==> config.mk <==
export PLATFORM = sky130hd
export DESIGN_NAME = bank_address_key_table
export DESIGN_NICKNAME = d
export VERILOG_FILES = /design/src/rtl/core/bakt_pkg.sv /design/src/rtl/core/bank_address_key_table.sv /design/src/rtl/core/bakt_ctrl.sv /design/src/rtl/core/bakt_dpath.sv
export VERILOG_INCLUDE_DIRS = /design/src /design/src/rtl/core
export SDC_FILE = /design/constraint.sdc
export NUM_CORES = 1
export LEC_CHECK = 0
export ABC_AREA = 1
export BUFFER_PORTS_ARGS = -buffer_cell sky130_fd_sc_hd__buf_4
export CAP_MARGIN = 20
export CORE_ASPECT_RATIO = 1.1
export CORE_MARGIN = 2
export CORE_UTILIZATION = 36
export DETAILED_ROUTE_END_ITERATION = 10
export PLACE_DENSITY = 0.55
export SLEW_MARGIN = 5
export SYNTH_ARGS = -nofsm -noshare
export SYNTH_HDL_FRONTEND = slang
export SYNTH_SLANG_ARGS = --single-unit
==> constraint.sdc <==
create_clock -name clock -period 3 [get_ports clock]
set_clock_uncertainty 0.05 [all_clocks]
set_input_delay 0 -clock clock [delete_from_list [all_inputs] [get_ports clock]]
set_output_delay 0 -clock clock [all_outputs]
set_load 0.05 [all_outputs]
==> src/rtl/core/bank_address_key_table_defines.svh <==
// ----------------------------------------------------------------------------
// Assertion macros used by the key table datapath (bakt_dpath).
// ----------------------------------------------------------------------------
`ifndef BANK_ADDRESS_KEY_TABLE_DEFINES_SVH
`define BANK_ADDRESS_KEY_TABLE_DEFINES_SVH

// Same-cycle implication, disabled while reset is high.
`define BAKT_ASSERT_NOW(label, clk, rst, ante, cons) \
   label: assert property (@(posedge clk) disable iff (rst) (ante) |-> (cons)) \
      else $error("bank_address_key_table: assertion failed");

// Next-cycle implication, disabled while reset is high.
`define BAKT_ASSERT_NEXT(label, clk, rst, ante, cons) \
   label: assert property (@(posedge clk) disable iff (rst) (ante) |=> (cons)) \
      else $error("bank_address_key_table: assertion failed");

`endif

==> src/rtl/core/bakt_pkg.sv <==
// ----------------------------------------------------------------------------
// bakt_pkg
// Types and constants shared by the bank/address key table modules.
// ----------------------------------------------------------------------------
`default_nettype none

package bakt_pkg;

   localparam int ENTRIES_DEFAULT = 32;
   localparam int FUNC_W          = 2;
   localparam int KEY_W           = 8;
   localparam int SLOT_W          = 5;

   localparam logic [FUNC_W-1:0] FUNC_FIND   = 2'd0;
   localparam logic [FUNC_W-1:0] FUNC_INSERT = 2'd1;
   localparam logic [FUNC_W-1:0] FUNC_REMOVE = 2'd2;

   typedef enum logic [1:0] {
      ST_IDLE,
      ST_SCAN,
      ST_DRAIN,
      ST_COMMIT
   } state_type;

   typedef struct packed {
      logic load;
      logic scan;
      logic commit;
   } cmd_type;

   typedef struct packed {
      logic last_issue;
      logic out_free;
   } status_type;

endpackage

`default_nettype wire

==> src/rtl/core/bank_address_key_table.sv <==
// ----------------------------------------------------------------------------
// bank_address_key_table
// Small table of (bank, address) keys with find, insert and remove.
//
//   channel  direction  handshake             payload
//   req      in         req_valid/req_stall   req_func, req_bank, req_address
//   rsp      out        rsp_valid/rsp_stall   rsp_found, rsp_slot, rsp_table_full
//
// A request reads every slot of the key store through its single read port,
// one slot a cycle, and the result is registered at commit. A new request is
// taken only once the last has committed; req_stall is low only in idle.
// Reset clears all valid marks at once; no clearing pass is needed.
// A stalled result holds the commit of the next request, not its scan.
// ----------------------------------------------------------------------------
`default_nettype none

module bank_address_key_table #(
   parameter int ENTRIES = bakt_pkg::ENTRIES_DEFAULT
) (
   input  wire logic                          clock,
   input  wire logic                          reset,
   input  wire logic                          req_valid,
   output logic                               req_stall,
   input  wire logic [bakt_pkg::FUNC_W-1:0]   req_func,
   input  wire logic [bakt_pkg::KEY_W-1:0]    req_bank,
   input  wire logic [bakt_pkg::KEY_W-1:0]    req_address,
   output logic                               rsp_valid,
   input  wire logic                          rsp_stall,
   output logic                               rsp_found,
   output logic [bakt_pkg::SLOT_W-1:0]        rsp_slot,
   output logic                               rsp_table_full
);

   bakt_pkg::cmd_type    cmd;
   bakt_pkg::status_type status;

   bakt_ctrl u_ctrl (
      .clock     (clock),
      .reset     (reset),
      .req_valid (req_valid),
      .req_stall (req_stall),
      .status    (status),
      .cmd       (cmd)
   );

   bakt_dpath #(
      .ENTRIES (ENTRIES)
   ) u_dpath (
      .clock          (clock),
      .reset          (reset),
      .cmd            (cmd),
      .status         (status),
      .req_func       (req_func),
      .req_bank       (req_bank),
      .req_address    (req_address),
      .rsp_valid      (rsp_valid),
      .rsp_stall      (rsp_stall),
      .rsp_found      (rsp_found),
      .rsp_slot       (rsp_slot),
      .rsp_table_full (rsp_table_full)
   );

endmodule

`default_nettype wire

==> src/rtl/core/bakt_ctrl.sv <==
// ----------------------------------------------------------------------------
// bakt_ctrl
// Sequencer for one request: load, scan every slot, drain, commit.
// ----------------------------------------------------------------------------
`default_nettype none

module bakt_ctrl (
   input  wire logic                clock,
   input  wire logic                reset,
   input  wire logic                req_valid,
   output logic                     req_stall,
   input  wire bakt_pkg::status_type status,
   output bakt_pkg::cmd_type        cmd
);

   bakt_pkg::state_type state_ff, state_in;

   always_ff @(posedge clock) begin
      if (reset) begin
         state_ff <= bakt_pkg::ST_IDLE;
      end else begin
         state_ff <= state_in;
      end
   end

   always_comb begin
      state_in   = state_ff;
      cmd        = '0;
      req_stall  = 1'b1;
      case (state_ff)
         bakt_pkg::ST_IDLE: begin
            req_stall = 1'b0;
            cmd.load  = req_valid;
            if (req_valid) begin
               state_in = bakt_pkg::ST_SCAN;
            end
         end
         bakt_pkg::ST_SCAN: begin
            cmd.scan = 1'b1;
            if (status.last_issue) begin
               state_in = bakt_pkg::ST_DRAIN;
            end
         end
         bakt_pkg::ST_DRAIN: begin
            // The last slot's read data is compared in this cycle.
            state_in = bakt_pkg::ST_COMMIT;
         end
         bakt_pkg::ST_COMMIT: begin
            if (status.out_free) begin
               cmd.commit = 1'b1;
               state_in   = bakt_pkg::ST_IDLE;
            end
         end
         default: begin
            state_in = bakt_pkg::ST_IDLE;
         end
      endcase
   end

endmodule

`default_nettype wire

==> src/rtl/core/bakt_dpath.sv <==
// ----------------------------------------------------------------------------
// bakt_dpath
// Key store, valid marks, slot scan with match and free-slot tracking, and
// the result register.
// ----------------------------------------------------------------------------
`default_nettype none

`include "bank_address_key_table_defines.svh"

module bakt_dpath #(
   parameter int ENTRIES = bakt_pkg::ENTRIES_DEFAULT
) (
   input  wire logic                              clock,
   input  wire logic                              reset,
   input  wire bakt_pkg::cmd_type                 cmd,
   output bakt_pkg::status_type                   status,
   input  wire logic [bakt_pkg::FUNC_W-1:0]       req_func,
   input  wire logic [bakt_pkg::KEY_W-1:0]        req_bank,
   input  wire logic [bakt_pkg::KEY_W-1:0]        req_address,
   output logic                                   rsp_valid,
   input  wire logic                              rsp_stall,
   output logic                                   rsp_found,
   output logic [bakt_pkg::SLOT_W-1:0]            rsp_slot,
   output logic                                   rsp_table_full
);

   localparam int IDX_W = $clog2(ENTRIES);
   localparam logic [IDX_W-1:0] LAST_IDX = IDX_W'(ENTRIES - 1);

   // Key store; a slot's contents only count while its valid mark is set.
   logic [bakt_pkg::KEY_W-1:0] mem_bank [ENTRIES];
   logic [bakt_pkg::KEY_W-1:0] mem_addr [ENTRIES];
   logic [ENTRIES-1:0]         valid_ff;

   logic [bakt_pkg::FUNC_W-1:0] func_ff;
   logic [bakt_pkg::KEY_W-1:0]  key_bank_ff;
   logic [bakt_pkg::KEY_W-1:0]  key_addr_ff;

   logic [IDX_W-1:0]           rd_idx_ff;
   logic [IDX_W-1:0]           cmp_idx_ff;
   logic                       cmp_pend_ff;
   logic [bakt_pkg::KEY_W-1:0] rd_bank_ff;
   logic [bakt_pkg::KEY_W-1:0] rd_addr_ff;

   logic             hit_ff;
   logic [IDX_W-1:0] hit_idx_ff;
   logic             free_ff;
   logic [IDX_W-1:0] free_idx_ff;

   logic                        rsp_valid_ff;
   logic                        rsp_found_ff;
   logic [bakt_pkg::SLOT_W-1:0] rsp_slot_ff;
   logic                        rsp_full_ff;

   logic             hit_now;
   logic             free_now;
   logic             ins_new;
   logic             ins_write;
   logic             rem_clear;
   logic [IDX_W-1:0] slot_idx;
   logic [IDX_W+bakt_pkg::SLOT_W-1:0] slot_ext;

   assign hit_now  = cmp_pend_ff && valid_ff[cmp_idx_ff]
                     && (rd_bank_ff == key_bank_ff) && (rd_addr_ff == key_addr_ff);
   assign free_now = cmp_pend_ff && !valid_ff[cmp_idx_ff];

   assign ins_new   = (func_ff == bakt_pkg::FUNC_INSERT) && !hit_ff;
   assign ins_write = ins_new && free_ff;
   assign rem_clear = (func_ff == bakt_pkg::FUNC_REMOVE) && hit_ff;

   always_comb begin
      slot_idx = '0;
      if (hit_ff) begin
         slot_idx = hit_idx_ff;
      end else if (ins_write) begin
         slot_idx = free_idx_ff;
      end
   end

   // Zero-extend then keep the low slot bits, for any table depth.
   assign slot_ext = {{bakt_pkg::SLOT_W{1'b0}}, slot_idx};

   assign status.last_issue = (rd_idx_ff == LAST_IDX);
   assign status.out_free   = !rsp_valid_ff || !rsp_stall;

   // Request capture.
   always_ff @(posedge clock) begin
      if (cmd.load) begin
         func_ff     <= req_func;
         key_bank_ff <= req_bank;
         key_addr_ff <= req_address;
      end
   end

   // Scan address and compare pipeline.
   always_ff @(posedge clock) begin
      if (reset) begin
         rd_idx_ff   <= '0;
         cmp_pend_ff <= 1'b0;
      end else begin
         cmp_pend_ff <= cmd.scan;
         if (cmd.load) begin
            rd_idx_ff <= '0;
         end else if (cmd.scan) begin
            rd_idx_ff <= rd_idx_ff + 1'b1;
         end
      end
   end

   always_ff @(posedge clock) begin
      if (cmd.scan) begin
         cmp_idx_ff <= rd_idx_ff;
      end
   end

   // Memory: one read port for the scan, one write port at commit.
   always_ff @(posedge clock) begin
      if (cmd.scan) begin
         rd_bank_ff <= mem_bank[rd_idx_ff];
         rd_addr_ff <= mem_addr[rd_idx_ff];
      end
      if (cmd.commit && ins_write) begin
         mem_bank[free_idx_ff] <= key_bank_ff;
         mem_addr[free_idx_ff] <= key_addr_ff;
      end
   end

   // The lowest matching slot and the lowest free slot are kept.
   always_ff @(posedge clock) begin
      if (reset) begin
         hit_ff  <= 1'b0;
         free_ff <= 1'b0;
      end else if (cmd.load) begin
         hit_ff  <= 1'b0;
         free_ff <= 1'b0;
      end else begin
         if (hit_now && !hit_ff) begin
            hit_ff <= 1'b1;
         end
         if (free_now && !free_ff) begin
            free_ff <= 1'b1;
         end
      end
   end

   always_ff @(posedge clock) begin
      if (hit_now && !hit_ff) begin
         hit_idx_ff <= cmp_idx_ff;
      end
      if (free_now && !free_ff) begin
         free_idx_ff <= cmp_idx_ff;
      end
   end

   always_ff @(posedge clock) begin
      if (reset) begin
         valid_ff <= '0;
      end else if (cmd.commit) begin
         if (ins_write) begin
            valid_ff[free_idx_ff] <= 1'b1;
         end else if (rem_clear) begin
            valid_ff[hit_idx_ff] <= 1'b0;
         end
      end
   end

   // Result register.
   always_ff @(posedge clock) begin
      if (reset) begin
         rsp_valid_ff <= 1'b0;
      end else if (cmd.commit) begin
         rsp_valid_ff <= 1'b1;
      end else if (!rsp_stall) begin
         rsp_valid_ff <= 1'b0;
      end
   end

   always_ff @(posedge clock) begin
      if (cmd.commit) begin
         rsp_found_ff <= hit_ff;
         rsp_slot_ff  <= slot_ext[bakt_pkg::SLOT_W-1:0];
         rsp_full_ff  <= ins_new && !free_ff;
      end
   end

   assign rsp_valid      = rsp_valid_ff;
   assign rsp_found      = rsp_found_ff;
   assign rsp_slot       = rsp_slot_ff;
   assign rsp_table_full = rsp_full_ff;

   `BAKT_ASSERT_NOW(a_commit_into_free_output, clock, reset, cmd.commit,
      !rsp_valid_ff || !rsp_stall)
   `BAKT_ASSERT_NEXT(a_commit_shows_result, clock, reset, cmd.commit, rsp_valid_ff)
   `BAKT_ASSERT_NOW(a_full_never_with_hit, clock, reset, rsp_valid_ff,
      !(rsp_found_ff && rsp_full_ff))
   `BAKT_ASSERT_NOW(a_free_slot_still_free, clock, reset, cmp_pend_ff && free_ff,
      !valid_ff[free_idx_ff])
   `BAKT_ASSERT_NOW(a_hit_slot_valid, clock, reset, cmd.commit && hit_ff,
      valid_ff[hit_idx_ff])

endmodule

`default_nettype wire
# Word-level counts from Yosys, hierarchy flattened
# Memories as Yosys holds them, arrays and structs flattened. A register that Yosys moved wholly into a read port is not among the register bits.
# Cells that the tools add are included.
# word_totals
ff_bits,83
latch_bits,0
ramBits,512
mem_bits_ro,0
out_inout_bits,9
memories,2
# classes
addsub,1
mul,0
div,0
n_lt_le_gt_ge,5
eq_ne,12
shifts,0
mux,23
bitwise,3
reduce_logical,24
# mem_list
name,words,word_bits,read_ports,rd_ports_with_merged_regs,wr,line,text
u_dpath.mem_addr,32,8,1,1,1,bakt_dpath.sv:32,logic [bakt_pkg::KEY_W-1:0] mem_addr [ENTRIES];
u_dpath.mem_bank,32,8,1,1,1,bakt_dpath.sv:31,logic [bakt_pkg::KEY_W-1:0] mem_bank [ENTRIES];
# ops
cell,count
$mux 32,2
$and 32x32->32,1
$not 32->32,1
$or 32x32->32,1
$lt 5x6->1 const B,3
$eq 8x8->1,2
$logic_and 1x1->1,13
$mux 1,12
$demux 1 s5,2
$ge 5x1->1 const B,2
$mux 5,2
$pmux 2 s4,1
$eq 2x2->1 const B,3
$mux 2,3
$ne 2x2->1 const B,3
$add 5x1->5 const B,1
$bmux 1 s5,1
$eq 5x5->1 const B,1
$logic_not 1->1,5
$eq 2x1->1 const B,2
$reduce_and 3->1,1
$logic_not 2->1,1
$ne 2x1->1 const B,1
$reduce_and 2->1,1
3 further kinds,3

# Depth between registers and ports, before layout
# Gate-level depths: netlist of run 1.
# depth
depth_word,8
depth_mapped,12
depth_no_buf,10

# By module
# From an unflattened synthesis of run 1, not the netlist that was laid out.
# unflattened
cells_unflattened,2030
area_unflattened_um2,24748.7
# by_module_without_submodules
mod,instances,cells_per_inst,area_each_um2,seq_area_each_um2
bakt_dpath,1,1999,24544.8,17877.1
bakt_ctrl,1,31,203.9,40.0

# Worst setup path after synthesis of run 1
# No wires, ideal clock.
# synth_path
kind,reg2reg
start,"register u_dpath.rsp_valid_ff, in the netlist u_dpath.rsp_valid"
end,"memory u_dpath.mem_addr[30][0] in the netlist's numbering, enable pin"
setup_time_ns,0.409
t_arrival_ns,2.841
required_ns,2.541
slack_ns,-0.301
path_stages_with_launch,10
n_path_buf,2
synth_period_minus_slack_ns,3.301
path_cell_list,dfxtp_1 nand2_1 inv_1 nor2_1 inv_1 nor2_1 inv_2 buf_2 buf_2 nor3_1
# synth_rtl
item,line,text
start: declaration,bakt_dpath.sv:50,logic rsp_valid_ff;
start signal: assignment,bakt_dpath.sv:170,rsp_valid_ff <= 1'b0;
start signal: assignment,bakt_dpath.sv:172,rsp_valid_ff <= 1'b1;
start signal: assignment,bakt_dpath.sv:174,rsp_valid_ff <= 1'b0;
end: declaration,bakt_dpath.sv:32,

# Worst setup path in the final report of run 1
# layout_path
start,register u_dpath.free_idx_ff[4]
end,"memory u_dpath.mem_addr[21][4] in the netlist's numbering, enable pin"
# layout_rtl
item,line,text
start: declaration,bakt_dpath.sv:48,logic [IDX_W-1:0] free_idx_ff;
start signal: assignment,bakt_dpath.sv:151,free_idx_ff <= cmp_idx_ff;
# Straight into the memory's write port.

==> results.toml, run 1 <==
[grt]
grt_max_degree = 73
grt_usage = 0.204
grt_pass1_wl_um = 107000
antenna_found_initial = 0
grt_pass1_vias = 16198
grt-ovfl-total = 0

[placed_design]
dpl.cell_count = 2969
place_area_um2 = 26500
place_ws_ns = 0.627
routabilityCongestion = 0.897
portBuffers = 30
dp_hpwl_um = 44200

[synth]
synth_edf_count = 568
ys_top_cells_by_area = "edfxtp_1 (69%), nand2_1 (6.6%), nand3_1 (4.1%)"
synth_nets = 2071
avgSynthCellArea_um2 = 12.1
ys_warn_count = 0
yosysUniqueCellTypes = 33
ys.flop_type = "edfxtp_1"
synth.top_cell.area_share = 0.692
yosysTopAreaCell = "edfxtp_1"
syn_inst = 2042
synth-seq-cells = 611
yosysSeqAreaShare = 0.727
synthesis.area_um2 = 24700
async_flop_share = 0

[route]
post-route-drc-count = 0
viasPerCell = 5.34
wl_met2_um = 35000
route.met3.wl_um = 4290
top_layer = "met4"
drtPass1Iterations = 6
wl_per_cell_um = 23.2
wl_met1_um = 31100
antenna_left = 0
drt_wl_total_um = 72000
route.vias.total = 16596
drt_iter0_markers = 1739

[outcome]
status = "finished, final reports clean"

[critical_path]
crit_chain = "inv_1, nor3_2, inv_1, nor3_2, buf_4"
end_kind = "flip-flop"
worst-path-buf-inv = 3
cp_slowest_cell = "nor3_2"
crit_fanout = 16
slowest_delay_ns = 0.52
start_kind = "flip-flop"
crit_type = "reg -> reg"
crit_family = "simple AND/OR/NAND/NOR gates"
cp_data_required_time_ns = 3.25
cp.arrival_ns = 2.65

[cts]
cts_setup_buffers = 0
cts_root_buffer = "clkbuf_16"
cts_max_level = 2
clkLatencyLatePin_ns = 0.64
cts_buffers = 61
clock_path_buffers = 3
clk_pin_slew_ns = 0.06
tritoncts = "yes"
clock_sinks = 611

[pwr]
clock_power_share = 0.362
power.share.sequential = 0.474
internal-power_mw = 15.3
power_switching_mw = 6.24
ir_drop_v = 0.000484
comb_power_share = 0.165
p_leak_nw = 10.0
switching_share = 0.290
p_per_area_nw_per_um2 = 747

[cells_and_area]
fin_util = 0.425
finalNetCount = 2167
layout.cells.non_filler = 3109
drive_gt1_frac = 0.124
fin_area_um2 = 28800
synthToLayoutAreaGrowth_pct = 16.8
antennaDiodeCount = 0
nFillCells = 6278

[die]
core.rowCount = 100
die-area_um2 = 70600
die_w_um = 254
core_area_um2 = 67700
start_util = 0.364
io_pins = 31
die_h_um = 279

[sta]
finalHoldViolations = 0
max_slew_margin = 0.396
slew_violations = 0
grt_setup_unrepaired = "no"
tightest_slew_ns = 0.904
period_share = 0.799
period_needed_ns = 2.40
fmax_mhz = 417
tns_ns = 0
setup_viol = 0
setup_slack_ns = 0.603

[job]
drv_cap = 0

[min_path]
hold_path.class = "in -> reg"
## logic make-up (layout without fill, tap and decap cells)
| family | count (synthesis) | in the layout | share of synthesized area |
|---|---|---|---|
| DFF | 611 | 611 | 0.727 |
| AOI/OAI and AO/OA | 322 | 322 | 0.0809 |
| and+or+nand+nor | 882 | 882 | 0.150 |
| xor gates and xnor gates | 4 | 4 | 0.00142 |
| adders and majority gates | 7 | 7 | 0.00355 |
| buffers and inverters | 216 | 365 | 0.0373 |
## final cells by class
type | count | area [um2] | area share
sequential | 611 | 17900 | 0.622
multi-input combinational | 1215 | 5960 | 0.207
clock buffer | 67 | 1570 | 0.0545
timing repair buffer | 154 | 1380 | 0.0479
tap | 918 | 1150 | 0.0399
clock inverter | 49 | 459 | 0.0159
inverter | 95 | 364 | 0.0126
## synthesized netlist by cell type (7+ instances only)
| cell | instances |
|---|---|
| edfxtp_1 | 568 |
| nand2_1 | 432 |
| nand3_1 | 204 |
| nor2_1 | 177 |
| o21ai_0 | 133 |
| inv_1 | 86 |
| o221ai_1 | 65 |
| buf_2 | 63 |
| nor3_1 | 54 |
| clkbuf_1 | 49 |
| a21oi_1 | 43 |
| dfxtp_1 | 43 |
| a31oi_1 | 35 |
| o21ai_1 | 19 |
| a41oi_1 | 8 |
| a211oi_1 | 7 |
| ha_1 | 7 |
## through the flow
step / total power, mW / hold slack (ns)
after floorplan: 12.3 / 0.0489
after global placement: 13.9 / 0.130
after detailed placement: 13.9 / 0.130
after CTS: 21.6 / 0.00164
after global routing: 22.3 / 0.0159
final: 21.5 / 0.0296
## power by group through the flow
| stage | Combinational (mW) | Sequential [mW] | Clock (mW) |
|---|---|---|---|
| CTS | 3.56 | 10.2 | 7.89 |
| global placement | 3.50 | 10.4 | 0 |
| global route | 3.87 | 10.2 | 8.22 |
| floorplan | 1.92 | 10.4 | 0 |
| finish | 3.54 | 10.2 | 7.78 |
| detailed placement | 3.52 | 10.4 | 0 |
## layout by cell type, fill, tap and decap left out, drive strengths merged, types with 8 or more instances in the layout
master	instances
a31oi	35
clkinv	40
nand3	204
dlygate4sd3	24
o21ai	152
nor2	177
buf	130
nor3	59
bufinv	8
inv	94
nand2	432
a41oi	8
a21oi	44
dfxtp	43
clkbuf	67
a211oi	9
edfxtp	568
o221ai	65
## timing repair
| action | in CTS | in global routing |
|---|---|---|
| endpoints found under the hold margin | 49 | 0 |
| resized for setup | 0 | 0 |
| hold buffers | 24 | 0 |
## worst paths after layout
check,from,end,slack [ns],cells after the start
worst min-delay path,req_func[1],u_dpath.func_ff[1]$_DFFE_PP_,0.03,2
worst max-delay path,u_dpath.free_idx_ff[4]$_DFFE_PP_,u_dpath.mem_addr[21][4]$_DFFE_PP_,0.60,5
worst max register to register,u_dpath.free_idx_ff[4]$_DFFE_PP_,u_dpath.mem_addr[21][4]$_DFFE_PP_,0.60,5
worst min register to register,u_dpath.valid_ff[18]$_SDFFE_PP0P_,u_dpath.valid_ff[18]$_SDFFE_PP0P_,0.41,2
## sequential cells by signal, indices dropped and copies added, names as in the netlist
signal / count
u_dpath.hit_idx_ff: 5
u_ctrl.state_ff: 2
u_dpath.hit_ff: 1
u_dpath.mem_addr: 256
u_dpath.func_ff: 2
u_dpath.cmp_pend_ff: 1
u_dpath.cmp_idx_ff: 5
u_dpath.rsp_valid: 1
u_dpath.mem_bank: 256
u_dpath.rd_addr_ff: 8
u_dpath.valid_ff: 32
u_dpath.rd_bank_ff: 8
u_dpath.key_bank_ff: 8
u_dpath.key_addr_ff: 8
u_dpath.free_idx_ff: 5
u_dpath.free_ff: 1
u_dpath.rsp_slot: 5
u_dpath.rsp_table_full: 1
u_dpath.rsp_found: 1
u_dpath.rd_idx_ff: 5
## layer usage
metal	vias to the layer above	track usage
li1	7583	-
met1	8349	0.283
met4	0	0.0545
met3	97	0.0274
met2	567	0.336
met5	-	0
Power figures use the tool's default switching activity.
==> inputs of run 2 (changes only) <==
==> constraint.sdc (replaced) <==
create_clock -name clock -period 2.07 [get_ports clock]
set_clock_uncertainty 0.05 [all_clocks]
set_input_delay 0 -clock clock [delete_from_list [all_inputs] [get_ports clock]]
set_output_delay 0 -clock clock [all_outputs]
set_load 0.05 [all_outputs]
==> run 2 against run 1 <==
- total power increased by 46%
- combinational power increased by 60%
- final cell count increased by 1.6%
- register-to-register slack got worse by 0.52 ns
- setup slack got worse by 0.52 ns
- global-route usage decreased by 0.58 points
- clock-buffer cell count increased by 4
- highest routed layer unchanged
==> results.toml, run 2 (same netlist as run 1, synthesis figures left out) <==
[route]
antenna_left = 0
drtPass1Iterations = 5
drt_iter0_markers = 1522
post-route-drc-count = 0
route.vias.total = 16645
wl_per_cell_um = 22.1
viasPerCell = 5.27
drt_wl_total_um = 69700

[pwr]
p_per_area_nw_per_um2 = 1050
comb_power_share = 0.181
power.share.sequential = 0.469
ir_drop_v = 0.000707
p_leak_nw = 10.6
power.total_mw = 31.3
switching_share = 0.289
internal-power_mw = 22.2
power_switching_mw = 9.06
clock_power_share = 0.350

[job]
drv_cap = 0

[critical_path]
cp_slowest_cell = "dfxtp_1"
start_kind = "flip-flop"
cp.arrival_ns = 2.45
crit_type = "reg -> reg"
crit_fanout = 12
slowest_delay_ns = 0.41
end_kind = "flip-flop"
cp_data_required_time_ns = 2.53
crit_chain = "buf_4, clkinv_1, buf_4, o221ai_1, nand3_1, nand2_1, nand2_1, inv_1"

[cells_and_area]
layout_commonest_cell = "edfxtp_1"
antennaDiodeCount = 0
finalNetCount = 2221
drive_gt1_frac = 0.154
reg_top3 = "u_dpath.mem_addr x256, u_dpath.mem_bank x256, u_dpath.valid_ff x32"
nFillCells = 6124
fin_area_um2 = 29900
layout.cells.non_filler = 3158
synthToLayoutAreaGrowth_pct = 21.4
fin_util = 0.442
final_cell_mix = "edfxtp_1 (568), nand2_1 (430), nand3_1 (201)"

[cts]
cts_max_level = 2
clk_pin_slew_ns = 0.06
clock_path_buffers = 3
clock_sinks = 611
clkLatencyLatePin_ns = 0.64
cts_buffers = 61
tritoncts = "yes"
cts_root_buffer = "clkbuf_16"

[die]
core_area_um2 = 67700
die_h_um = 279
io_pins = 31
start_util = 0.364
die_w_um = 254
core.rowCount = 100
die-area_um2 = 70600

[sta]
setup_slack_ns = 0.0789
period_needed_ns = 1.99
tns_ns = 0
fmax_mhz = 502
setup_viol = 0
grt_setup_unrepaired = "no"
finalHoldViolations = 0
period_share = 0.962
max_slew_margin = 0.634
tightest_slew_ns = 0.548
hold_ws_ns = 0.0403
slew_violations = 0

[grt]
grt_usage = 0.198
antenna_found_initial = 0
grt_pass1_wl_um = 104000
grt-ovfl-total = 0
grt_pass1_vias = 16401
grt_max_degree = 67

[outcome]
status = "finished, final reports clean"

[placed_design]
place_area_um2 = 27700
dp_hpwl_um = 44100
portBuffers = 30
place_ws_ns = -0.0953
routabilityCongestion = 0.886
dpl.cell_count = 3024

[min_path]
hold_path.class = "in -> reg"
==> run 2: power groups by stage <==
stage | Sequential [mW] | Combinational, mW | Clock, mW
floorplan | 15.1 | 2.85 | 0
global placement | 14.9 | 5.52 | 0
detailed placement | 14.9 | 5.60 | 0
CTS | 14.7 | 5.64 | 11.2
global route | 14.7 | 6.14 | 11.6
finish | 14.7 | 5.65 | 11.0
==> run 2: worst max-delay path, delay by kind of cell, from the launching register on <==
family	cells	cell delay, ns
AOI/OAI and AO/OA	1	0.09
buffers and inverters	4	0.73
DFF	1	0.41
and+or+nand+nor	3	0.59
==> run 2: timing repair <==
item                       in CTS  in global routing
setup endpoints to repair      42                 28
gates resized for setup         3                  9
hold buffers                   22                  0
pin swaps                       0                  0
setup buffers                   0                  1
hold endpoints to repair       71                  0
==> run 2: final cells by class <==
class / instances / area [um2] / area share
multi-input combinational: 1215 / 6190 / 0.207
clock buffer: 71 / 1590 / 0.0529
tap: 918 / 1150 / 0.0384
timing repair buffer: 208 / 2330 / 0.0779
clock inverter: 40 / 395 / 0.0132
sequential: 611 / 17900 / 0.599
inverter: 95 / 364 / 0.0122
==> run 2: final timing paths <==
path,start,to,slack (ns),cells past startpoint
worst max-delay path,u_dpath.rd_idx_ff[2]$_SDFFE_PP0P_,u_dpath.rd_addr_ff[3]$_DFFE_PP_,0.08,8
worst min-delay path,req_address[1],u_dpath.key_addr_ff[1]$_DFFE_PP_,0.04,2
worst max register to register,u_dpath.rd_idx_ff[2]$_SDFFE_PP0P_,u_dpath.rd_addr_ff[3]$_DFFE_PP_,0.08,8
worst min register to register,u_dpath.valid_ff[19]$_SDFFE_PP0P_,u_dpath.valid_ff[19]$_SDFFE_PP0P_,0.41,2
==> run 2: metal layers <==
layer  GRT usage  share of wire  vias to the layer above
met1       0.266           0.43                     8389
met2       0.329           0.49                      454
met4      0.0687          0.029                        0
met3      0.0268          0.053                      111
li1            -              -                     7691
met5           0              0                        -
==> inputs of run 3 (changes only) <==
--- a/config.mk
+++ b/config.mk
@@ -17,4 +17,5 @@
 export SLEW_MARGIN = 5
 export SYNTH_ARGS = -nofsm -noshare
 export SYNTH_HDL_FRONTEND = slang
+export SYNTH_HIERARCHICAL = 1
 export SYNTH_SLANG_ARGS = --single-unit
==> run 3 against run 2 <==
- fmax shrank 2.6%
- total power grew 9.2%
- combinational power grew 43%
- via count grew 2.3%
- clock power is essentially flat
- clock-buffer cell count grew 12
- register-to-register slack lost 0.05 ns
- core utilization grew 0.18 points
- largest cell class unchanged
- largest power group unchanged
- highest routed layer unchanged
==> results.toml, run 3 <==
[die]
core_area_um2 = 67800
core.rowCount = 100
io_pins = 31
start_util = 0.365
die_w_um = 254
die-area_um2 = 70900
die_h_um = 279

[critical_path]
start_kind = "flip-flop"
cp.arrival_ns = 2.34
end_kind = "flip-flop"
slowest_delay_ns = 0.42
cp_slowest_cell = "dfxtp_4"
reg2reg_slack_ns = 0.03
worst-path-buf-inv = 4
crit_fanout = 37
crit_chain = "inv_6, buf_12, buf_12, o21ai_0, o22ai_1, nand2_1, nand4_1, o21ai_1, inv_1"
crit_type = "reg -> reg"
crit_family = "buffers and inverters"
rr_worst_depth = 9
rr_endpoint = "u_dpath/rd_bank_ff[2]$_DFFE_PP_"
crit_top_cell = "buf_12"
cp_data_required_time_ns = 2.37
r2r_start = "u_dpath/rd_idx_ff[0]$_SDFFE_PP0P_"

[cts]
cts_max_level = 3
tritoncts = "yes"
clk_pin_slew_ns = 0.06
cts_root_buffer = "clkbuf_16"
clock_sinks = 611
clkLatencyLatePin_ns = 0.60
cts_buffers = 67
clock_path_buffers = 3

[synth]
yosysUniqueCellTypes = 35
ys_top_cells_by_area = "edfxtp_1 (69%), nor2_1 (5.5%), o21ai_0 (4.9%)"
ys_warn_count = 6
synth.top_cell.area_share = 0.689
synth_nets = 2059
synth-seq-cells = 611
yosysMostFrequentCell = "edfxtp_1"
synthesis.area_um2 = 24700
yosysSeqAreaShare = 0.724
syn_inst = 2030
ys.flop_type = "edfxtp_1"
yosysTopAreaCell = "edfxtp_1"
yosys-top-cells-count = "edfxtp_1 (568), nor2_1 (360), o21ai_0 (240)"
synth_edf_count = 568
async_flop_share = 0
avgSynthCellArea_um2 = 12.2

[cells_and_area]
final_cell_mix = "edfxtp_1 (568), nor2_1 (357), o21ai_0 (236)"
layout.cells.non_filler = 3157
finalNetCount = 2219
synthToLayoutAreaGrowth_pct = 21.7
drive_gt1_frac = 0.163
layout_commonest_cell = "edfxtp_1"
nFillCells = 6198
reg_top3 = "u_dpath/mem_addr x256, u_dpath/mem_bank x256, u_dpath/valid_ff x32"
antennaDiodeCount = 0
fin_area_um2 = 30100

[placed_design]
routabilityCongestion = 0.862
portBuffers = 30
place_ws_ns = -0.201
place_area_um2 = 27700
dp_hpwl_um = 45400
dpl.cell_count = 3010

[route]
wl_per_cell_um = 23.1
antenna_left = 0
post-route-drc-count = 0
drtPass1Iterations = 6
route.vias.total = 17032
drt_wl_total_um = 73000
drt_iter0_markers = 1837
viasPerCell = 5.39

[sta]
slew_violations = 0
hold_ws_ns = 0.0768
setup_slack_ns = 0.0257
tightest_slew_ns = 0.635
finalHoldViolations = 0
setup_viol = 0
fmax_mhz = 489
period_needed_ns = 2.04
period_share = 0.988
grt_setup_unrepaired = "yes"
max_slew_margin = 0.575

[pwr]
p_leak_nw = 10.5
p_per_area_nw_per_um2 = 1130
ir_drop_v = 0.000637
power.total_mw = 34.2

[grt]
grt_usage = 0.207
grt-ovfl-total = 0
use_met1 = 0.279
grt_max_degree = 45
grtUsageMet3 = 0.0305
antenna_found_initial = 0
met2_usage = 0.341
grt_busiest_layer = "met2"
grt_pass1_wl_um = 108000
grt_pass1_vias = 16688

[min_path]
worstHoldStart = "req_address[0]"
hold_path.class = "in -> reg"
holdPathEnd = "u_dpath/key_addr_ff[0]$_DFFE_PP_"
holdPathStages = 2

[outcome]
status = "finished, final reports clean"

[job]
drv_cap = 0
==> run 3: cell types whose count changed in the layout (fill, tap and decap cells not counted), moves of 64 or more <==
cell	before	now
nand2_1	430	157
nand3_1	201	76
nor2_1	168	357
o221ai_1	65	0
o211ai_1	0	64
o21ai_0	133	236
==> run 3: cell families after synthesis <==
group | share of synthesized area
compound gates | 0.109
xor+xnor | 0.000708
flops | 0.724
fa+ha+maj | 0.00354
buf+inv | 0.0408
simple gates | 0.122
==> run 3: cell type report <==
cell class,instances,area (um2),share of cell area
Inverter,94,368,0.0122
Tap cell,918,1150,0.0381
Timing Repair Buffer,216,2400,0.0796
Clock buffer,83,1790,0.0594
Multi-Input combinational cell,1200,6240,0.207
Sequential cell,611,17900,0.595
Clock inverter,35,245,0.00814
==> run 3: how the worst max path moves through the flow <==
stage                                                  from                                 to  slack (ns)  depth (start not counted)
after floorplan              u_dpath/rsp_valid$_SDFFE_PP0P_  u_dpath/mem_addr[31][0]$_DFFE_PP_       -0.18                         10
after global placement      u_ctrl/state_ff[0]$_SDFFE_PP0P_  u_dpath/rd_idx_ff[0]$_SDFFE_PP0P_       -0.25                          6
after detailed placement    u_ctrl/state_ff[0]$_SDFFE_PP0P_  u_dpath/rd_idx_ff[0]$_SDFFE_PP0P_       -0.20                          6
after CTS                 u_dpath/rd_idx_ff[1]$_SDFFE_PP0P_    u_ctrl/state_ff[0]$_SDFFE_PP0P_       0.001                         11
after global routing      u_dpath/rd_idx_ff[1]$_SDFFE_PP0P_    u_dpath/rd_bank_ff[3]$_DFFE_PP_       -0.02                          9
final                     u_dpath/rd_idx_ff[0]$_SDFFE_PP0P_    u_dpath/rd_bank_ff[2]$_DFFE_PP_        0.03                          9
==> run 3: timing repair <==
action,in CTS,in global routing
hold endpoints to repair,80,0
setup endpoints to repair,24,29
buffers inserted,2,6
hold buffers,22,0
pin swaps,0,4
resized for setup,9,34
==> run 3: metal layers <==
metal  vias up  share of wire
met4         0          0.029
li1       7731              -
met5         -              0
met1      8509           0.41
met2       680           0.48
met3       112          0.073
==> run 3: report_power, final <==
group	switching (mW)	internal (mW)	leakage, nW	total, mW
Sequential	0.456	14.5	5.47	14.9
Clock	4.71	6.49	0.986	11.2
Combinational	5.53	2.53	3.99	8.06
==> run 3: worst register-to-register path, cell delays in order (launching register included) <==
cell and delay [ns]:
dfxtp_4 0.42, inv_6 0.08, buf_12 0.18, buf_12 0.19, o21ai_0 0.16, o22ai_1 0.09, nand2_1 0.07, nand4_1 0.27
o21ai_1 0.23, inv_1 0.07
==> run 3: stage by stage <==
| step | utilization | setup TNS (ns) |
|---|---|---|
| 6_report | 0.444 | 0 |
| 2_1_floorplan | - | -59.58 |
| 3_3_place_gp | 0.408 | -0.647 |
| 3_5_place_dp | 0.408 | -0.634 |
| 5_1_grt | 0.444 | -0.0432 |
| 4_1_cts | 0.442 | 0 |
